File: src/sv/stuffed_frame_decoder_unit_macros.svh
// Assertion macros shared by the stuffed frame decoder modules.
`ifndef STUFFED_FRAME_DECODER_UNIT_MACROS_SVH
`define STUFFED_FRAME_DECODER_UNIT_MACROS_SVH

// Same-cycle implication, ignored while reset is held.
`define SFD_ASSERT_IMPLY(label, clk, rst_n, ante, cons, msg) \
    label: assert property (@(posedge clk) disable iff (!rst_n) (ante) |-> (cons)) \
        else $error(msg);

// Next-cycle implication, ignored while reset is held.
`define SFD_ASSERT_NEXT(label, clk, rst_n, ante, cons, msg) \
    label: assert property (@(posedge clk) disable iff (!rst_n) (ante) |=> (cons)) \
        else $error(msg);

`endif

File: src/sv/sfd_pkg.sv
// Shared types and constants of the stuffed frame decoder.
package sfd_pkg;

    localparam int PAYLOAD_BYTES = 3;
    localparam int QUEUE_DEPTH   = 2;

    localparam logic [7:0] BYTE_FF   = 8'hFF;
    localparam logic [7:0] BYTE_DATA = 8'h00;
    localparam logic [7:0] BYTE_SOF  = 8'h01;
    localparam logic [7:0] BYTE_EOF  = 8'h02;

    localparam logic [2:0] ST_OK    = 3'd0;
    localparam logic [2:0] ST_SUM   = 3'd1;
    localparam logic [2:0] ST_LONG  = 3'd2;
    localparam logic [2:0] ST_SHORT = 3'd3;
    localparam logic [2:0] ST_ESC   = 3'd4;

    typedef logic [1:0] t_op_kind;
    localparam t_op_kind OP_OPEN  = 2'd0;
    localparam t_op_kind OP_PUSH  = 2'd1;
    localparam t_op_kind OP_CLOSE = 2'd2;

    typedef struct packed {
        t_op_kind   kind;
        logic [7:0] data;
    } t_op;

    typedef struct packed {
        logic [2:0]        status;
        logic [7:0]        mode;
        logic signed [7:0] lr;
        logic signed [7:0] fb;
    } t_res;

endpackage

File: src/sv/sfd_fifo.sv
// Small register-based first-in first-out queue.
module sfd_fifo #(
    parameter int WIDTH = 8,
    parameter int DEPTH = 2
) (
    input  logic             i_clk,
    input  logic             i_rst_n,
    input  logic             i_push,
    input  logic [WIDTH-1:0] i_data,
    output logic             o_full,
    input  logic             i_pop,
    output logic             o_empty,
    output logic [WIDTH-1:0] o_data
);

    localparam int PW = (DEPTH > 1) ? $clog2(DEPTH) : 1;
    localparam int CW = $clog2(DEPTH + 1);
    localparam logic [PW-1:0] PTR_LAST = PW'(DEPTH - 1);
    localparam logic [CW-1:0] CNT_FULL = CW'(DEPTH);

    logic [WIDTH-1:0] r_mem [DEPTH];
    logic [PW-1:0]    r_wr_ptr, n_wr_ptr;
    logic [PW-1:0]    r_rd_ptr, n_rd_ptr;
    logic [CW-1:0]    r_count, n_count;
    logic             do_push, do_pop;

    assign o_full  = (r_count == CNT_FULL);
    assign o_empty = (r_count == '0);
    assign o_data  = r_mem[r_rd_ptr];
    assign do_push = i_push && !o_full;
    assign do_pop  = i_pop && !o_empty;

    always_comb begin
        n_wr_ptr = r_wr_ptr;
        n_rd_ptr = r_rd_ptr;
        n_count  = r_count;
        if (do_push) begin
            n_wr_ptr = (r_wr_ptr == PTR_LAST) ? '0 : r_wr_ptr + PW'(1);
        end
        if (do_pop) begin
            n_rd_ptr = (r_rd_ptr == PTR_LAST) ? '0 : r_rd_ptr + PW'(1);
        end
        if (do_push && !do_pop) begin
            n_count = r_count + CW'(1);
        end else if (do_pop && !do_push) begin
            n_count = r_count - CW'(1);
        end
    end

    always_ff @(posedge i_clk) begin
        if (!i_rst_n) begin
            r_wr_ptr <= '0;
            r_rd_ptr <= '0;
            r_count  <= '0;
        end else begin
            r_wr_ptr <= n_wr_ptr;
            r_rd_ptr <= n_rd_ptr;
            r_count  <= n_count;
        end
    end

    always_ff @(posedge i_clk) begin
        if (do_push) begin
            r_mem[r_wr_ptr] <= i_data;
        end
    end

endmodule

File: src/sv/sfd_front.sv
// Front end: finds header and trailer pairs and classifies each byte.
`include "stuffed_frame_decoder_unit_macros.svh"

module sfd_front (
    input  logic         i_clk,
    input  logic         i_rst_n,
    input  logic         i_accept,
    input  logic [7:0]   i_byte,
    output logic         o_op_push,
    output sfd_pkg::t_op o_op
);

    logic r_prev_ff, n_prev_ff;
    logic r_in_frame, n_in_frame;
    logic is_sof, is_eof;

    assign is_sof = r_prev_ff && (i_byte == sfd_pkg::BYTE_SOF);
    assign is_eof = r_prev_ff && (i_byte == sfd_pkg::BYTE_EOF);

    always_comb begin
        n_prev_ff   = r_prev_ff;
        n_in_frame  = r_in_frame;
        o_op_push   = 1'b0;
        o_op.kind   = sfd_pkg::OP_PUSH;
        o_op.data   = i_byte;
        if (i_accept) begin
            n_prev_ff = (i_byte == sfd_pkg::BYTE_FF);
            priority if (is_sof) begin
                n_in_frame = 1'b1;
                o_op_push  = 1'b1;
                o_op.kind  = sfd_pkg::OP_OPEN;
            end else if (is_eof) begin
                // A trailer outside a frame is dropped here.
                if (r_in_frame) begin
                    n_in_frame = 1'b0;
                    o_op_push  = 1'b1;
                    o_op.kind  = sfd_pkg::OP_CLOSE;
                end
            end else if (r_in_frame) begin
                o_op_push = 1'b1;
            end
        end
    end

    always_ff @(posedge i_clk) begin
        if (!i_rst_n) begin
            r_prev_ff  <= 1'b0;
            r_in_frame <= 1'b0;
        end else begin
            r_prev_ff  <= n_prev_ff;
            r_in_frame <= n_in_frame;
        end
    end

    `SFD_ASSERT_IMPLY(a_op_in_frame, i_clk, i_rst_n, o_op_push && (o_op.kind != sfd_pkg::OP_OPEN), r_in_frame, "body or trailer item issued outside a frame")
    `SFD_ASSERT_NEXT(a_eof_leaves_frame, i_clk, i_rst_n, i_accept && is_eof, !r_in_frame, "frame still open after a trailer")

endmodule

File: src/sv/sfd_back.sv
// Back end: checksum, unstuffing, length checks and held command values.
`include "stuffed_frame_decoder_unit_macros.svh"

module sfd_back #(
    parameter int PAYLOAD_BYTES = sfd_pkg::PAYLOAD_BYTES
) (
    input  logic          i_clk,
    input  logic          i_rst_n,
    input  logic          i_op_valid,
    input  sfd_pkg::t_op  i_op,
    output logic          o_op_pop,
    input  logic          i_res_full,
    output logic          o_res_push,
    output sfd_pkg::t_res o_res
);

    localparam int CW     = $clog2(PAYLOAD_BYTES + 2);
    localparam int LR_IDX = (PAYLOAD_BYTES > 1) ? 1 : 0;
    localparam int FB_IDX = (PAYLOAD_BYTES > 2) ? 2 : 0;
    localparam logic [CW-1:0] P_CNT = CW'(PAYLOAD_BYTES);
    localparam logic [CW-1:0] P_MAX = CW'(PAYLOAD_BYTES + 1);

    logic [7:0]    r_sum, n_sum;
    logic [7:0]    r_pend0, n_pend0;
    logic [7:0]    r_pend1, n_pend1;
    logic [1:0]    r_pcount, n_pcount;
    logic [CW-1:0] r_dcount, n_dcount;
    logic [7:0]    r_dbytes [PAYLOAD_BYTES];
    logic          r_esc_err, n_esc_err;
    logic          r_esc_open, n_esc_open;
    logic [7:0]    r_mode, n_mode;
    logic [7:0]    r_lr, n_lr;
    logic [7:0]    r_fb, n_fb;

    logic          store_en;
    logic [7:0]    store_val;
    logic [CW-1:0] close_cnt;
    logic          close_err;
    logic [2:0]    status;

    function automatic logic [CW-1:0] f_count_up(input logic [CW-1:0] cnt);
        return (cnt <= P_CNT) ? cnt + CW'(1) : cnt;
    endfunction

    assign o_op_pop   = i_op_valid && !((i_op.kind == sfd_pkg::OP_CLOSE) && i_res_full);
    assign o_res_push = o_op_pop && (i_op.kind == sfd_pkg::OP_CLOSE);

    always_comb begin
        n_sum      = r_sum;
        n_pend0    = r_pend0;
        n_pend1    = r_pend1;
        n_pcount   = r_pcount;
        n_dcount   = r_dcount;
        n_esc_err  = r_esc_err;
        n_esc_open = r_esc_open;
        n_mode     = r_mode;
        n_lr       = r_lr;
        n_fb       = r_fb;
        store_en   = 1'b0;
        store_val  = r_pend0;
        close_cnt  = r_dcount;
        close_err  = r_esc_err;
        status     = sfd_pkg::ST_OK;

        if (o_op_pop) begin
            unique case (i_op.kind)
                sfd_pkg::OP_OPEN: begin
                    n_sum      = '0;
                    n_pend0    = '0;
                    n_pend1    = '0;
                    n_pcount   = '0;
                    n_dcount   = '0;
                    n_esc_err  = 1'b0;
                    n_esc_open = 1'b0;
                end
                sfd_pkg::OP_PUSH: begin
                    if (r_pcount == 2'd2) begin
                        // The oldest pending byte is now known to be body.
                        n_sum   = r_sum + r_pend0;
                        n_pend0 = r_pend1;
                        n_pend1 = i_op.data;
                        if (r_esc_open) begin
                            n_esc_open = 1'b0;
                            if (r_dcount >= P_CNT) begin
                                n_dcount = f_count_up(r_dcount);
                            end else if (r_pend0 == sfd_pkg::BYTE_DATA) begin
                                store_en  = 1'b1;
                                store_val = sfd_pkg::BYTE_FF;
                                n_dcount  = f_count_up(r_dcount);
                            end else begin
                                n_esc_err = 1'b1;
                                n_dcount  = f_count_up(r_dcount);
                            end
                        end else if (r_pend0 == sfd_pkg::BYTE_FF) begin
                            n_esc_open = 1'b1;
                        end else begin
                            store_en = 1'b1;
                            n_dcount = f_count_up(r_dcount);
                        end
                    end else if (r_pcount == 2'd1) begin
                        n_pend1  = i_op.data;
                        n_pcount = 2'd2;
                    end else begin
                        n_pend0  = i_op.data;
                        n_pcount = 2'd1;
                    end
                end
                sfd_pkg::OP_CLOSE: begin
                    // A dangling escape is an error, or one byte too many.
                    if (r_esc_open) begin
                        if (r_dcount >= P_CNT) begin
                            close_cnt = f_count_up(r_dcount);
                        end else begin
                            close_err = 1'b1;
                        end
                    end
                    priority if (r_pcount != 2'd2) begin
                        status = sfd_pkg::ST_SHORT;
                    end else if (r_sum != r_pend0) begin
                        status = sfd_pkg::ST_SUM;
                    end else if (close_err) begin
                        status = sfd_pkg::ST_ESC;
                    end else if (close_cnt > P_CNT) begin
                        status = sfd_pkg::ST_LONG;
                    end else if (close_cnt < P_CNT) begin
                        status = sfd_pkg::ST_SHORT;
                    end else begin
                        status = sfd_pkg::ST_OK;
                        n_mode = r_dbytes[0];
                        if (PAYLOAD_BYTES > 1) begin
                            n_lr = r_dbytes[LR_IDX];
                        end
                        if (PAYLOAD_BYTES > 2) begin
                            n_fb = r_dbytes[FB_IDX];
                        end
                    end
                    n_sum      = '0;
                    n_pend0    = '0;
                    n_pend1    = '0;
                    n_pcount   = '0;
                    n_dcount   = '0;
                    n_esc_err  = 1'b0;
                    n_esc_open = 1'b0;
                end
                default: begin
                end
            endcase
        end

        o_res.status = status;
        o_res.mode   = n_mode;
        o_res.lr     = $signed(n_lr);
        o_res.fb     = $signed(n_fb);
    end

    always_ff @(posedge i_clk) begin
        if (!i_rst_n) begin
            r_sum      <= '0;
            r_pcount   <= '0;
            r_dcount   <= '0;
            r_esc_err  <= 1'b0;
            r_esc_open <= 1'b0;
            r_mode     <= '0;
            r_lr       <= '0;
            r_fb       <= '0;
        end else begin
            r_sum      <= n_sum;
            r_pcount   <= n_pcount;
            r_dcount   <= n_dcount;
            r_esc_err  <= n_esc_err;
            r_esc_open <= n_esc_open;
            r_mode     <= n_mode;
            r_lr       <= n_lr;
            r_fb       <= n_fb;
        end
    end

    always_ff @(posedge i_clk) begin
        r_pend0 <= n_pend0;
        r_pend1 <= n_pend1;
        for (int i = 0; i < PAYLOAD_BYTES; i++) begin
            if (store_en && (r_dcount == CW'(i))) begin
                r_dbytes[i] <= store_val;
            end
        end
    end

    `SFD_ASSERT_IMPLY(a_count_saturates, i_clk, i_rst_n, 1'b1, r_dcount <= P_MAX, "decoded count past its saturation point")
    `SFD_ASSERT_IMPLY(a_escape_after_commit, i_clk, i_rst_n, r_esc_open, r_pcount == 2'd2, "escape open without committed body bytes")
    `SFD_ASSERT_NEXT(a_open_clears, i_clk, i_rst_n, o_op_pop && (i_op.kind == sfd_pkg::OP_OPEN), (r_pcount == 2'd0) && (r_dcount == '0) && !r_esc_open, "header did not clear the frame state")

endmodule

File: src/sv/stuffed_frame_decoder_unit.sv
// Top level of the byte-stuffed command frame decoder.
//
//   Channel   Handshake              Payload
//   input     push / full            i_rx_byte
//   result    empty / pop            o_frame_status, o_mode_value, o_lr_offset, o_fb_offset
//
// The block takes one byte in every clock cycle while full is low. Its pace is set
// by the back end, which executes one queued item per cycle unless it stalls.
// A trailer's status reaches the result ports by way of the item queue and the
// result queue: the accepting edge writes the item into the item queue, and the
// back end executes it from there and writes its status into the result queue.
// Reset is synchronous and leaves both queues empty and the frame counters, flags and held values cleared.
// full rises only when the two-entry internal queue is occupied; the back end
// stalls only when a trailer is at its head and the result queue is full.
module stuffed_frame_decoder_unit #(
    parameter int PAYLOAD_BYTES = sfd_pkg::PAYLOAD_BYTES,
    parameter int QUEUE_DEPTH   = sfd_pkg::QUEUE_DEPTH
) (
    input  logic              i_clk,
    input  logic              i_rst_n,
    input  logic              push,
    output logic              full,
    input  logic [7:0]        i_rx_byte,
    output logic              empty,
    input  logic              pop,
    output logic [2:0]        o_frame_status,
    output logic [7:0]        o_mode_value,
    output logic signed [7:0] o_lr_offset,
    output logic signed [7:0] o_fb_offset
);

    logic          accept;
    logic          fr_op_push;
    sfd_pkg::t_op  fr_op;
    logic          opq_empty;
    sfd_pkg::t_op  opq_op;
    logic          bk_op_pop;
    logic          resq_full;
    logic          bk_res_push;
    sfd_pkg::t_res bk_res;
    sfd_pkg::t_res resq_head;

    // A byte is taken whenever the item queue between the two halves has room.
    assign accept = push && !full;

    // The front end sees every byte, tracks the previous-byte-was-FF flag and
    // whether a frame is open, and forwards header, body and trailer items.
    sfd_front u_front (
        .i_clk     (i_clk),
        .i_rst_n   (i_rst_n),
        .i_accept  (accept),
        .i_byte    (i_rx_byte),
        .o_op_push (fr_op_push),
        .o_op      (fr_op)
    );

    // Short queue that lets the front end keep taking bytes while the back end
    // waits for room to report a status.
    sfd_fifo #(
        .WIDTH ($bits(sfd_pkg::t_op)),
        .DEPTH (QUEUE_DEPTH)
    ) u_op_queue (
        .i_clk   (i_clk),
        .i_rst_n (i_rst_n),
        .i_push  (fr_op_push),
        .i_data  (fr_op),
        .o_full  (full),
        .i_pop   (bk_op_pop),
        .o_empty (opq_empty),
        .o_data  (opq_op)
    );

    // The back end delays body bytes by two so that the checksum byte is known
    // at the trailer, unstuffs escapes, sums, counts and checks each frame.
    sfd_back #(
        .PAYLOAD_BYTES (PAYLOAD_BYTES)
    ) u_back (
        .i_clk      (i_clk),
        .i_rst_n    (i_rst_n),
        .i_op_valid (!opq_empty),
        .i_op       (opq_op),
        .o_op_pop   (bk_op_pop),
        .i_res_full (resq_full),
        .o_res_push (bk_res_push),
        .o_res      (bk_res)
    );

    // Result queue: the oldest status waits here until the consumer pops it,
    // while the back end goes on with the next frame.
    sfd_fifo #(
        .WIDTH ($bits(sfd_pkg::t_res)),
        .DEPTH (QUEUE_DEPTH)
    ) u_res_queue (
        .i_clk   (i_clk),
        .i_rst_n (i_rst_n),
        .i_push  (bk_res_push),
        .i_data  (bk_res),
        .o_full  (resq_full),
        .i_pop   (pop),
        .o_empty (empty),
        .o_data  (resq_head)
    );

    assign o_frame_status = resq_head.status;
    assign o_mode_value   = resq_head.mode;
    assign o_lr_offset    = resq_head.lr;
    assign o_fb_offset    = resq_head.fb;

endmodule
File: config.mk
export PLATFORM = sky130hd
export DESIGN_NAME = stuffed_frame_decoder_unit
export DESIGN_NICKNAME = d
export VERILOG_FILES = /design/src/sv/sfd_pkg.sv /design/src/sv/sfd_fifo.sv /design/src/sv/sfd_front.sv /design/src/sv/sfd_back.sv /design/src/sv/stuffed_frame_decoder_unit.sv
export VERILOG_INCLUDE_DIRS = /design/src /design/src/sv
export SDC_FILE = /design/constraint.sdc
export NUM_CORES = 1
export LEC_CHECK = 0
export BUFFER_PORTS_ARGS = -buffer_cell sky130_fd_sc_hd__buf_2
export CORE_ASPECT_RATIO = 0.7
export CORE_MARGIN = 4
export CORE_UTILIZATION = 45
export DETAILED_ROUTE_END_ITERATION = 8
export GPL_ROUTABILITY_DRIVEN = 0
export PLACE_DENSITY = 0.7
export RECOVER_POWER = 25
export SYNTH_ARGS = -nofsm -noshare
export SYNTH_HDL_FRONTEND = slang
export SYNTH_SLANG_ARGS = --single-unit
File: constraint.sdc
create_clock -name i_clk -period 4.8 [get_ports i_clk]
set_clock_uncertainty 0.05 [all_clocks]
set_input_delay 0.96 -clock i_clk [delete_from_list [all_inputs] [get_ports i_clk]]
set_output_delay 0.96 -clock i_clk [all_outputs]
set_load 0.02 [all_outputs]
==> flow_summary.toml, run 1 <==
[min_path]
holdCritStartpoint = "u_back.r_sum[3]$_SDFFE_PN0P_"
hold_depth = 2
hold_end = "u_back.r_sum[3]$_SDFFE_PN0P_"
hold_class = "reg -> reg"

[final_layout]
fin_util = 0.5282
num-fill-cells = 1212
layout-drive-gt1-share = 0.2244
layout-area-overhead-vs-synth_pct = 12.95
layout.cells.non_filler = 761
diodes = 0
finish.net_count = 579

[synthesis]
synth_top_cells_by_area = "edfxtp_1 49%, dfxtp_1 15%, mux2_2 5.3%"
synth_top_family_by_area = "simple AND/OR/NAND/NOR gates"
netlist_area_mm2 = 0.006993
muxShareOfSynthArea = 0.1154
synth_cells = 510
synth_nets = 536
avgSynthCellArea_um2 = 13.71
synthAdderAreaFrac = 0.02612
ys_seq_area_frac = 0.6355
synth_commonest_cells = "114 x edfxtp_1, 51 x dfxtp_1, 46 x nor2_1"
yosysWarnings = 0
ys_ff_latch = 165
synth_top_area_frac = 0.4895
yosysTopAreaCell = "edfxtp_1"
synth_enable_flop_cells = 114
yosys.area_share.simple = 0.1224
synthXorXnorAreaFrac = 0.01378
synth.most_common_cell = "edfxtp_1"
synthArstFlopShare = 0
synthFlopType = "edfxtp_1"
yosys.cell_types.count = 52
synth-compound-area-share = 0.06638

[critical_path]
reg2regPathDepth = 6
reg2reg_slack_ns = 1.38
critPathKind = "reg -> out"
critPathMaxFanout = 27
timing.rr.end = "u_back.r_mode[7]$_SDFF_PN0_"
worstPathRequired_ns = 3.79
endpoint_kind = "primary output"
critPathLaunchType = "register"
cp_data_arrival_time_ns = 2.60

[die]
core_area_mm2 = 0.01495
rows = 37
die_area_mm2 = 0.01763
top_level_ports = 41
floorplan.initialDensity = 0.4677
die_x_um = 157.0
die_h_um = 112.3

[global_route]
antenna_found_initial = 0
grt_pass1_vias = 4125
grt_usage = 0.1563
grt_pass1_wl_um = 21570
grt_max_degree = 37
grt_overflow = 0

[timing]
tightest_slew_ns = 1.706
fmax_mhz = 277.0
hold_viol = 0
fin_ws_ns = 1.190
rsz0062_at_grt = "no"
finalSetupViolCount = 0
period_needed_ns = 3.610
maxSlewHeadroom = -0.1374
finalCritPeriodShare = 0.7520
tns_ns = 0
slew_viol_final = 28

[clock_tree]
hold_buffers = 0
clock_sinks = 165
cts_htree_levels = 4
cts_setup_buffers = 0
cts_tree = "done"
cts_buffers = 17
cts_resized = 0
clk_pin_slew_ns = 0.07
clock_latency_ns = 0.42
clock_tree.buffer_depth = 2
cts_root_buf = "clkbuf_16"

[placed_design]
dp_cells = 729
dpl.hpwl_um = 8798
pre_cts_ws_ns = 1.585
io_buffers = 40

[detailed_routing]
drc = 0
ant_nets = 0
routed_wl_um = 13190
via_per_inst = 5.415
post_drt_wl_per_cell_um = 17.33
drtPass1Iterations = 6
vias = 4121
first_iter_violations = 334

[power_and_ir_drop]
finalPower_mw = 3.752
p_leak_nw = 2.646
p_per_area_mw_per_mm2 = 475.0
peakVddDrop_mv = 0.2788

[flow_run]
max_cap_viol_count = 1

[status]
violations = "capacitance limit, slew limit"
status = "complete, but fails checks"
-- registers in the layout (all words and copies together) (netlist names), 8 cells and up, named ones only --
signal / flops
u_back.r_pend0: 8
u_back.r_mode: 8
u_back.r_pend1: 8
u_back.r_sum: 8
u_back.r_dbytes: 24
u_back.r_fb: 8
u_op_queue.r_mem: 20
u_res_queue.r_mem: 54
u_back.r_lr: 8
-- metrics by stage --
stage / hold WS [ns] / cell area (um2)
final: 0.4126 / 7899
after global placement: 0.3962 / 7357
after floorplan: 0.3856 / 6993
after CTS: 0.4149 / 7945
after global routing: 0.4350 / 7899
after detailed placement: 0.4051 / 7357
-- cells by family (layout without fill, tap and decap cells) --
logic type                 count (synthesis)  after routing
and+or+nand+nor                          157            157
AOI/OAI and AO/OA                         71             71
buffers and inverters                     28             84
muxes                                     64             64
xor gates and xnor gates                  11             11
DFF                                      165            165
adders and majority gates                 14             14
-- where the power goes --
part / leakage [nW] / switching [mW] / internal, mW
registers: 1.39 / 0.108 / 1.69
clock network: 0.278 / 0.617 / 0.697
logic: 0.974 / 0.424 / 0.216
total: 2.65 / 1.15 / 2.60
-- how the worst max path moves through the flow --
stage | end | slack (ns)
finish | o_frame_status[0] | 1.19
global route | o_frame_status[0] | 1.03
CTS | u_back.r_fb[7]$_SDFF_PN0_ | 1.56
detailed placement | u_back.r_fb[7]$_SDFF_PN0_ | 1.59
global placement | u_back.r_fb[0]$_SDFF_PN0_ | 1.69
floorplan | u_op_queue.r_mem[0][0]$_DFFE_PP_ | 2.14
-- area by class of cell --
cell class / count / area [um2] / share of cell area
multi-input combinational: 317 / 2390 / 0.3025
timing repair buffer: 44 / 202.7 / 0.02566
tap: 195 / 244.0 / 0.03089
clock inverter: 15 / 162.7 / 0.02059
inverter: 8 / 30.03 / 0.003802
clock buffer: 17 / 425.4 / 0.05386
sequential: 165 / 4444 / 0.5626
-- placed cells by master (no fill, tap or decap), types with 13 or more instances in the layout --
| cell | count |
|---|---|
| a21oi_1 | 21 |
| and2_1 | 29 |
| buf_2 | 21 |
| clkbuf_1 | 20 |
| clkbuf_16 | 17 |
| dfxtp_1 | 51 |
| edfxtp_1 | 114 |
| ha_1 | 13 |
| mux2_2 | 33 |
| mux2_4 | 20 |
| nand2_1 | 15 |
| nor2_1 | 45 |
| o21ai_0 | 13 |
-- critical path, stage by stage (launching register included) --
cell      delay [ns]
dfxtp_1         0.31
clkbuf_1        1.22
mux2_2          0.48
buf_2           0.17
-- routing by layer --
| metal | up-vias | track usage | routed length, um |
|---|---|---|---|
| li1 | 1985 | - | - |
| met1 | 2004 | 0.2177 | 6210 |
| met2 | 116 | 0.2406 | 5988 |
| met3 | 16 | 0.03545 | 766 |
| met4 | 0 | 0.05780 | 220 |
| met5 | - | 0 | 0 |
(Power assumes the default switching activity.)
==> run 2, diff against run 1 <==
--- a/config.mk
+++ b/config.mk
@@ -12,7 +12,7 @@
 export CORE_UTILIZATION = 45
 export DETAILED_ROUTE_END_ITERATION = 8
 export GPL_ROUTABILITY_DRIVEN = 0
-export PLACE_DENSITY = 0.7
+export PLACE_DENSITY = 0.72
 export RECOVER_POWER = 25
 export SYNTH_ARGS = -nofsm -noshare
 export SYNTH_HDL_FRONTEND = slang
==> constraint.sdc (replaced) <==
create_clock -name i_clk -period 3.1 [get_ports i_clk]
set_clock_uncertainty 0.05 [all_clocks]
set_input_delay 0.62 -clock i_clk [delete_from_list [all_inputs] [get_ports i_clk]]
set_output_delay 0.62 -clock i_clk [all_outputs]
set_load 0.02 [all_outputs]
==> run 2 against run 1 <==
  * The run now ends clean
  * Count of clock-buffer cells in the layout did not move
  * Via count is essentially flat
  * Global-route usage is 0.089 points higher
  * Die area is the same
==> flow_summary.toml, run 2 (synthesis results as in run 1) <==
[status]
status = "finished, final reports clean"

[detailed_routing]
ant_nets = 0
routed_wl_um = 13170
first_iter_violations = 199
drc = 0
via_per_inst = 5.355
post_drt_wl_per_cell_um = 17.11
vias = 4123
drtPass1Iterations = 4

[clock_tree]
clk_pin_slew_ns = 0.07
cts_htree_levels = 4
cts_buffers = 17
hold_buffers = 0
cts_tree = "done"
clock_latency_ns = 0.42
cts_root_buf = "clkbuf_16"
cts_resized = 0
clock_tree.buffer_depth = 2
clock_sinks = 165
cts_setup_buffers = 0

[power_and_ir_drop]
p_leak_nw = 2.723
p_per_area_mw_per_mm2 = 737.7
peakVddDrop_mv = 0.4499

[critical_path]
endpoint_kind = "register"
critPathKind = "reg -> reg"
cp_data_arrival_time_ns = 2.98
max_stage_delay_ns = 0.52
path_delay_family = "simple AND/OR/NAND/NOR gates"
critPathLaunchType = "register"
cp_slowest_cell = "dfxtp_1"
critPathMaxFanout = 24
critical_path_buf_inv_count = 1
path_cells = "mux2i_4 > nand4_1 > nor3_4 > buf_12 > mux2_2 > and2_1"
worstPathRequired_ns = 3.37

[die]
top_level_ports = 41
die_h_um = 112.3
rows = 37
core_area_mm2 = 0.01495
die_area_mm2 = 0.01763
floorplan.initialDensity = 0.4677
die_x_um = 157.0

[final_layout]
diodes = 0
layout-drive-gt1-share = 0.2435
layout_commonest_cell = "edfxtp_1"
mostFrequentLayoutCells = "114 x edfxtp_1, 51 x dfxtp_1, 45 x nor2_1, 31 x mux2_2"
reg_top3 = "u_res_queue.r_mem: 54 flops, u_back.r_dbytes: 24 flops, u_op_queue.r_mem: 20 flops"
largest_register_ffs = 54
layout.cells.non_filler = 770
layout-area-overhead-vs-synth_pct = 14.30
max_flop_register = "u_res_queue.r_mem"
finish.net_count = 588

[timing]
tightest_slew_ns = 0.6262
maxSlewHeadroom = 0.5787
hold_viol = 0
period_needed_ns = 2.713
fmax_mhz = 368.6
rsz0062_at_grt = "no"
tns_ns = 0
slew_viol_final = 0
finalCritPeriodShare = 0.8752
finalSetupViolCount = 0

[global_route]
antenna_found_initial = 0
grt_usage = 0.1572
grt_overflow = 0
grt_pass1_wl_um = 21620
grt_pass1_vias = 4187
grt_max_degree = 36

[placed_design]
io_buffers = 40
dp_cells = 738
dpl.hpwl_um = 8769

[min_path]
hold_class = "reg -> reg"

[flow_run]
max_cap_viol_count = 0
-- run 2: changes by cell type in the layout (fill, tap and decap cells not counted), sizes merged --
cell      before  now
clkinvlp       3    0
clkinv         5    8
bufinv         0    1
buf           24   40
clkbuf        37   30
inv           15   14
-- run 2: worst paths after layout --
| check | start | to | slack [ns] | cells after the start |
|---|---|---|---|---|
| max reg2reg | register | u_back.r_fb[7]$_SDFF_PN0_ | 0.39 | 6 |
| max | register | u_back.r_fb[7]$_SDFF_PN0_ | 0.39 | 6 |
| min | u_back.r_sum[3]$_SDFFE_PN0P_ | u_back.r_sum[3]$_SDFFE_PN0P_ | 0.42 | 2 |
| min reg2reg | u_back.r_sum[3]$_SDFFE_PN0P_ | u_back.r_sum[3]$_SDFFE_PN0P_ | 0.42 | 2 |
-- run 2: layout make-up --
cell class,count,area [um2]
multi-input cells,317,2375
flip-flops and latches,165,4444
clock inverters,15,187.7
fillers,1262,6960
clock buffers,17,425.4
inverters,8,30.03
repair buffers,53,286.5
well taps,195,244.0
-- run 2: metrics by stage --
stage,util,area (um2),setup WS [ns],power (mW),hold WS (ns)
2_1_floorplan,-,6993,0.5622,3.509,0.3856
6_report,0.5345,7993,0.3869,5.896,0.4210
5_1_grt,0.5345,7993,0.2329,6.153,0.4240
4_1_cts,0.5384,8050,0.4868,5.963,0.3540
3_3_place_gp,0.4974,7437,0.5916,3.814,0.4008
3_5_place_dp,0.4974,7437,0.4909,3.847,0.4158
-- run 2: power by group --
part	total, mW	switching, mW	internal, mW
Combinational	1.03	0.682	0.349
Clock	2.12	0.955	1.16
Sequential	2.75	0.134	2.62
-- run 2: metal layers --
| metal | vias up | global-route usage | wire length (um) | share of wire |
|---|---|---|---|---|
| met3 | 18 | 0.04316 | 724 | 0.055 |
| met5 | - | 0 | 0 | 0 |
| met1 | 1993 | 0.2144 | 6163 | 0.47 |
| met4 | 0 | 0.05318 | 240 | 0.018 |
| li1 | 1999 | - | - | - |
| met2 | 113 | 0.2440 | 6041 | 0.46 |
-- run 2: worst min-delay path, stage by stage (launching register included) --
cell and delay (ns):
dfxtp_1 0.32, nand2_1 0.05, a21oi_1 0.05
==> run 3, diff against run 2 <==
--- a/config.mk
+++ b/config.mk
@@ -8,7 +8,6 @@
 export LEC_CHECK = 0
 export BUFFER_PORTS_ARGS = -buffer_cell sky130_fd_sc_hd__buf_2
 export CORE_ASPECT_RATIO = 0.7
-export CORE_MARGIN = 4
 export CORE_UTILIZATION = 45
 export DETAILED_ROUTE_END_ITERATION = 8
 export GPL_ROUTABILITY_DRIVEN = 0
==> run 3 against run 2 <==
  * Register-to-register slack is essentially flat
  * Design area increased by 0.22%
  * Wire length down 1.2%
  * Sequential power about the same
  * Sequential share of layout area shrank 0.12 points
  * Die area down 9.0%
  * Critical path depth did not move
  * Core utilization is 0.12 points higher
  * Power grew 0.14%
  * Clock power barely moved
  * Critical endpoint unchanged
  * Largest cell class unchanged
  * Highest routed layer unchanged
==> flow_summary.toml, run 3 (synthesis results as in run 1) <==
[final_layout]
layout_commonest_cell = "edfxtp_1"
reg_top3 = "u_res_queue.r_mem: 54 flops, u_back.r_dbytes: 24 flops, u_op_queue.r_mem: 20 flops"
multi_input_area_mm2 = 0.002390
max_flop_register = "u_res_queue.r_mem"
mostFrequentLayoutCells = "114 x edfxtp_1, 51 x dfxtp_1, 45 x nor2_1, 31 x mux2_2"
seq_area_mm2 = 0.004444
num-fill-cells = 1257
largest_register_ffs = 54
layout-drive-gt1-share = 0.2465
layout.cells.non_filler = 771
layout-area-overhead-vs-synth_pct = 14.55
diodes = 0
finish.net_count = 589

[global_route]
met2_usage = 0.2736
grt_pass1_vias = 4072
use_met1 = 0.2344
grt_usage = 0.1747
busiest_layer = "met2"
antenna_found_initial = 0
grt_overflow = 0
groute.layer.met3.usage = 0.04249
grt_max_degree = 36
grt_pass1_wl_um = 21170

[timing]
finalSetupViolCount = 0
finalCritPeriodShare = 0.8790
rsz0062_at_grt = "no"
hold_viol = 0
tns_ns = 0
fmax_mhz = 367.0
tightest_slew_ns = 0.7033
slew_viol_final = 0
period_needed_ns = 2.725
maxSlewHeadroom = 0.5268

[critical_path]
worstPathRequired_ns = 3.35
critPathMaxFanout = 24
endpoint_kind = "register"
cp_data_arrival_time_ns = 2.98
critPathLaunchType = "register"
critPathKind = "reg -> reg"

[clock_tree]
clock_latency_ns = 0.41
clock_sinks = 165
clock_tree.buffer_depth = 2
cts_resized = 0
cts_htree_levels = 4
cts_buffers = 17
cts_tree = "done"
clk_pin_slew_ns = 0.07
hold_buffers = 0
cts_setup_buffers = 0
cts_root_buf = "clkbuf_16"

[die]
rows = 37
die_x_um = 151.0
top_level_ports = 41
floorplan.initialDensity = 0.4677
die_area_mm2 = 0.01605
die_h_um = 106.3
core_area_mm2 = 0.01495

[detailed_routing]
via_per_inst = 5.449
ant_nets = 0
first_iter_violations = 228
vias = 4201
drc = 0
routed_wl_um = 13010
post_drt_wl_per_cell_um = 16.87
drtPass1Iterations = 5

[power_and_ir_drop]
comb_power_share = 0.178
peakVddDrop_mv = 0.4413
p_switching_mw = 1.762
p_leak_nw = 2.727
finalPower_mw = 5.904
switching_share = 0.2984
p_per_area_mw_per_mm2 = 737.1
power.internal_mw = 4.142
power.share.clock = 0.356
pwr-share-seq = 0.466

[min_path]
hold_class = "reg -> reg"

[flow_run]
max_cap_viol_count = 0

[placed_design]
io_buffers = 40
dpl.hpwl_um = 8849
dp_cells = 739

[status]
status = "finished, final reports clean"
run 3: cell types whose count changed in the layout (fill, tap and decap cells not counted):
cell      previous run  this run
clkbuf_4             0         1
clkinv_4             5         4
clkinv_8             3         2
inv_6                1         2
inv_8                5         6
mux2i_1             10         9
mux2i_4              1         2
nor4_1               7         6
nor4_2               0         1
o21ai_0             12        13
o21ai_2              1         0
run 3: layout make-up:
| cell class | count | share of cell area |
|---|---|---|
| multi-input combinational | 317 | 0.2983 |
| clock inverter | 15 | 0.02281 |
| inverter | 8 | 0.003749 |
| timing repair buffer | 54 | 0.03671 |
| clock buffer | 17 | 0.05311 |
| tap | 195 | 0.03046 |
| sequential | 165 | 0.5548 |
run 3: worst paths after layout:
kind                                                    from                      endpoint  slack (ns)  depth (start not counted)
worst max-delay path                                register     u_back.r_fb[7]$_SDFF_PN0_        0.38                          6
worst min-delay path            u_back.r_sum[3]$_SDFFE_PN0P_  u_back.r_sum[3]$_SDFFE_PN0P_        0.41                          2
worst max register to register                      register     u_back.r_fb[7]$_SDFF_PN0_        0.38                          6
worst min register to register  u_back.r_sum[3]$_SDFFE_PN0P_  u_back.r_sum[3]$_SDFFE_PN0P_        0.41                          2
run 3: metal layers:
layer	vias up	share of wire
met2	135	0.46
met5	-	0
li1	2002	-
met4	0	0.016
met3	16	0.062
met1	2048	0.46
run 3: power by group through the flow:
stage | Sequential, mW | Clock, mW | Combinational [mW]
6_report | 2.75 | 2.10 | 1.05
4_1_cts | 2.75 | 2.14 | 1.07
3_3_place_gp | 2.78 | 0 | 1.04
3_5_place_dp | 2.80 | 0 | 1.06
5_1_grt | 2.77 | 2.24 | 1.14
2_1_floorplan | 2.74 | 0 | 0.770
run 3: critical path, cell delays in order, from the launching register on:
cell and delay (ns):
dfxtp_1 0.56, mux2i_4 0.42, nand4_1 0.43, nor3_4 0.34, buf_12 0.25, mux2_2 0.38
and2_1 0.18
run 3: stage by stage:
| step | hold slack (ns) | utilization | setup slack (ns) | cell area (um2) |
|---|---|---|---|---|
| global route | 0.4284 | 0.5357 | 0.2085 | 8010 |
| global placement | 0.4017 | 0.4979 | 0.5712 | 7445 |
| CTS | 0.3570 | 0.5385 | 0.4656 | 8053 |
| detailed placement | 0.4070 | 0.4979 | 0.4968 | 7445 |
| finish | 0.4111 | 0.5357 | 0.3751 | 8010 |
| floorplan | 0.3856 | - | 0.5622 | 6993 |
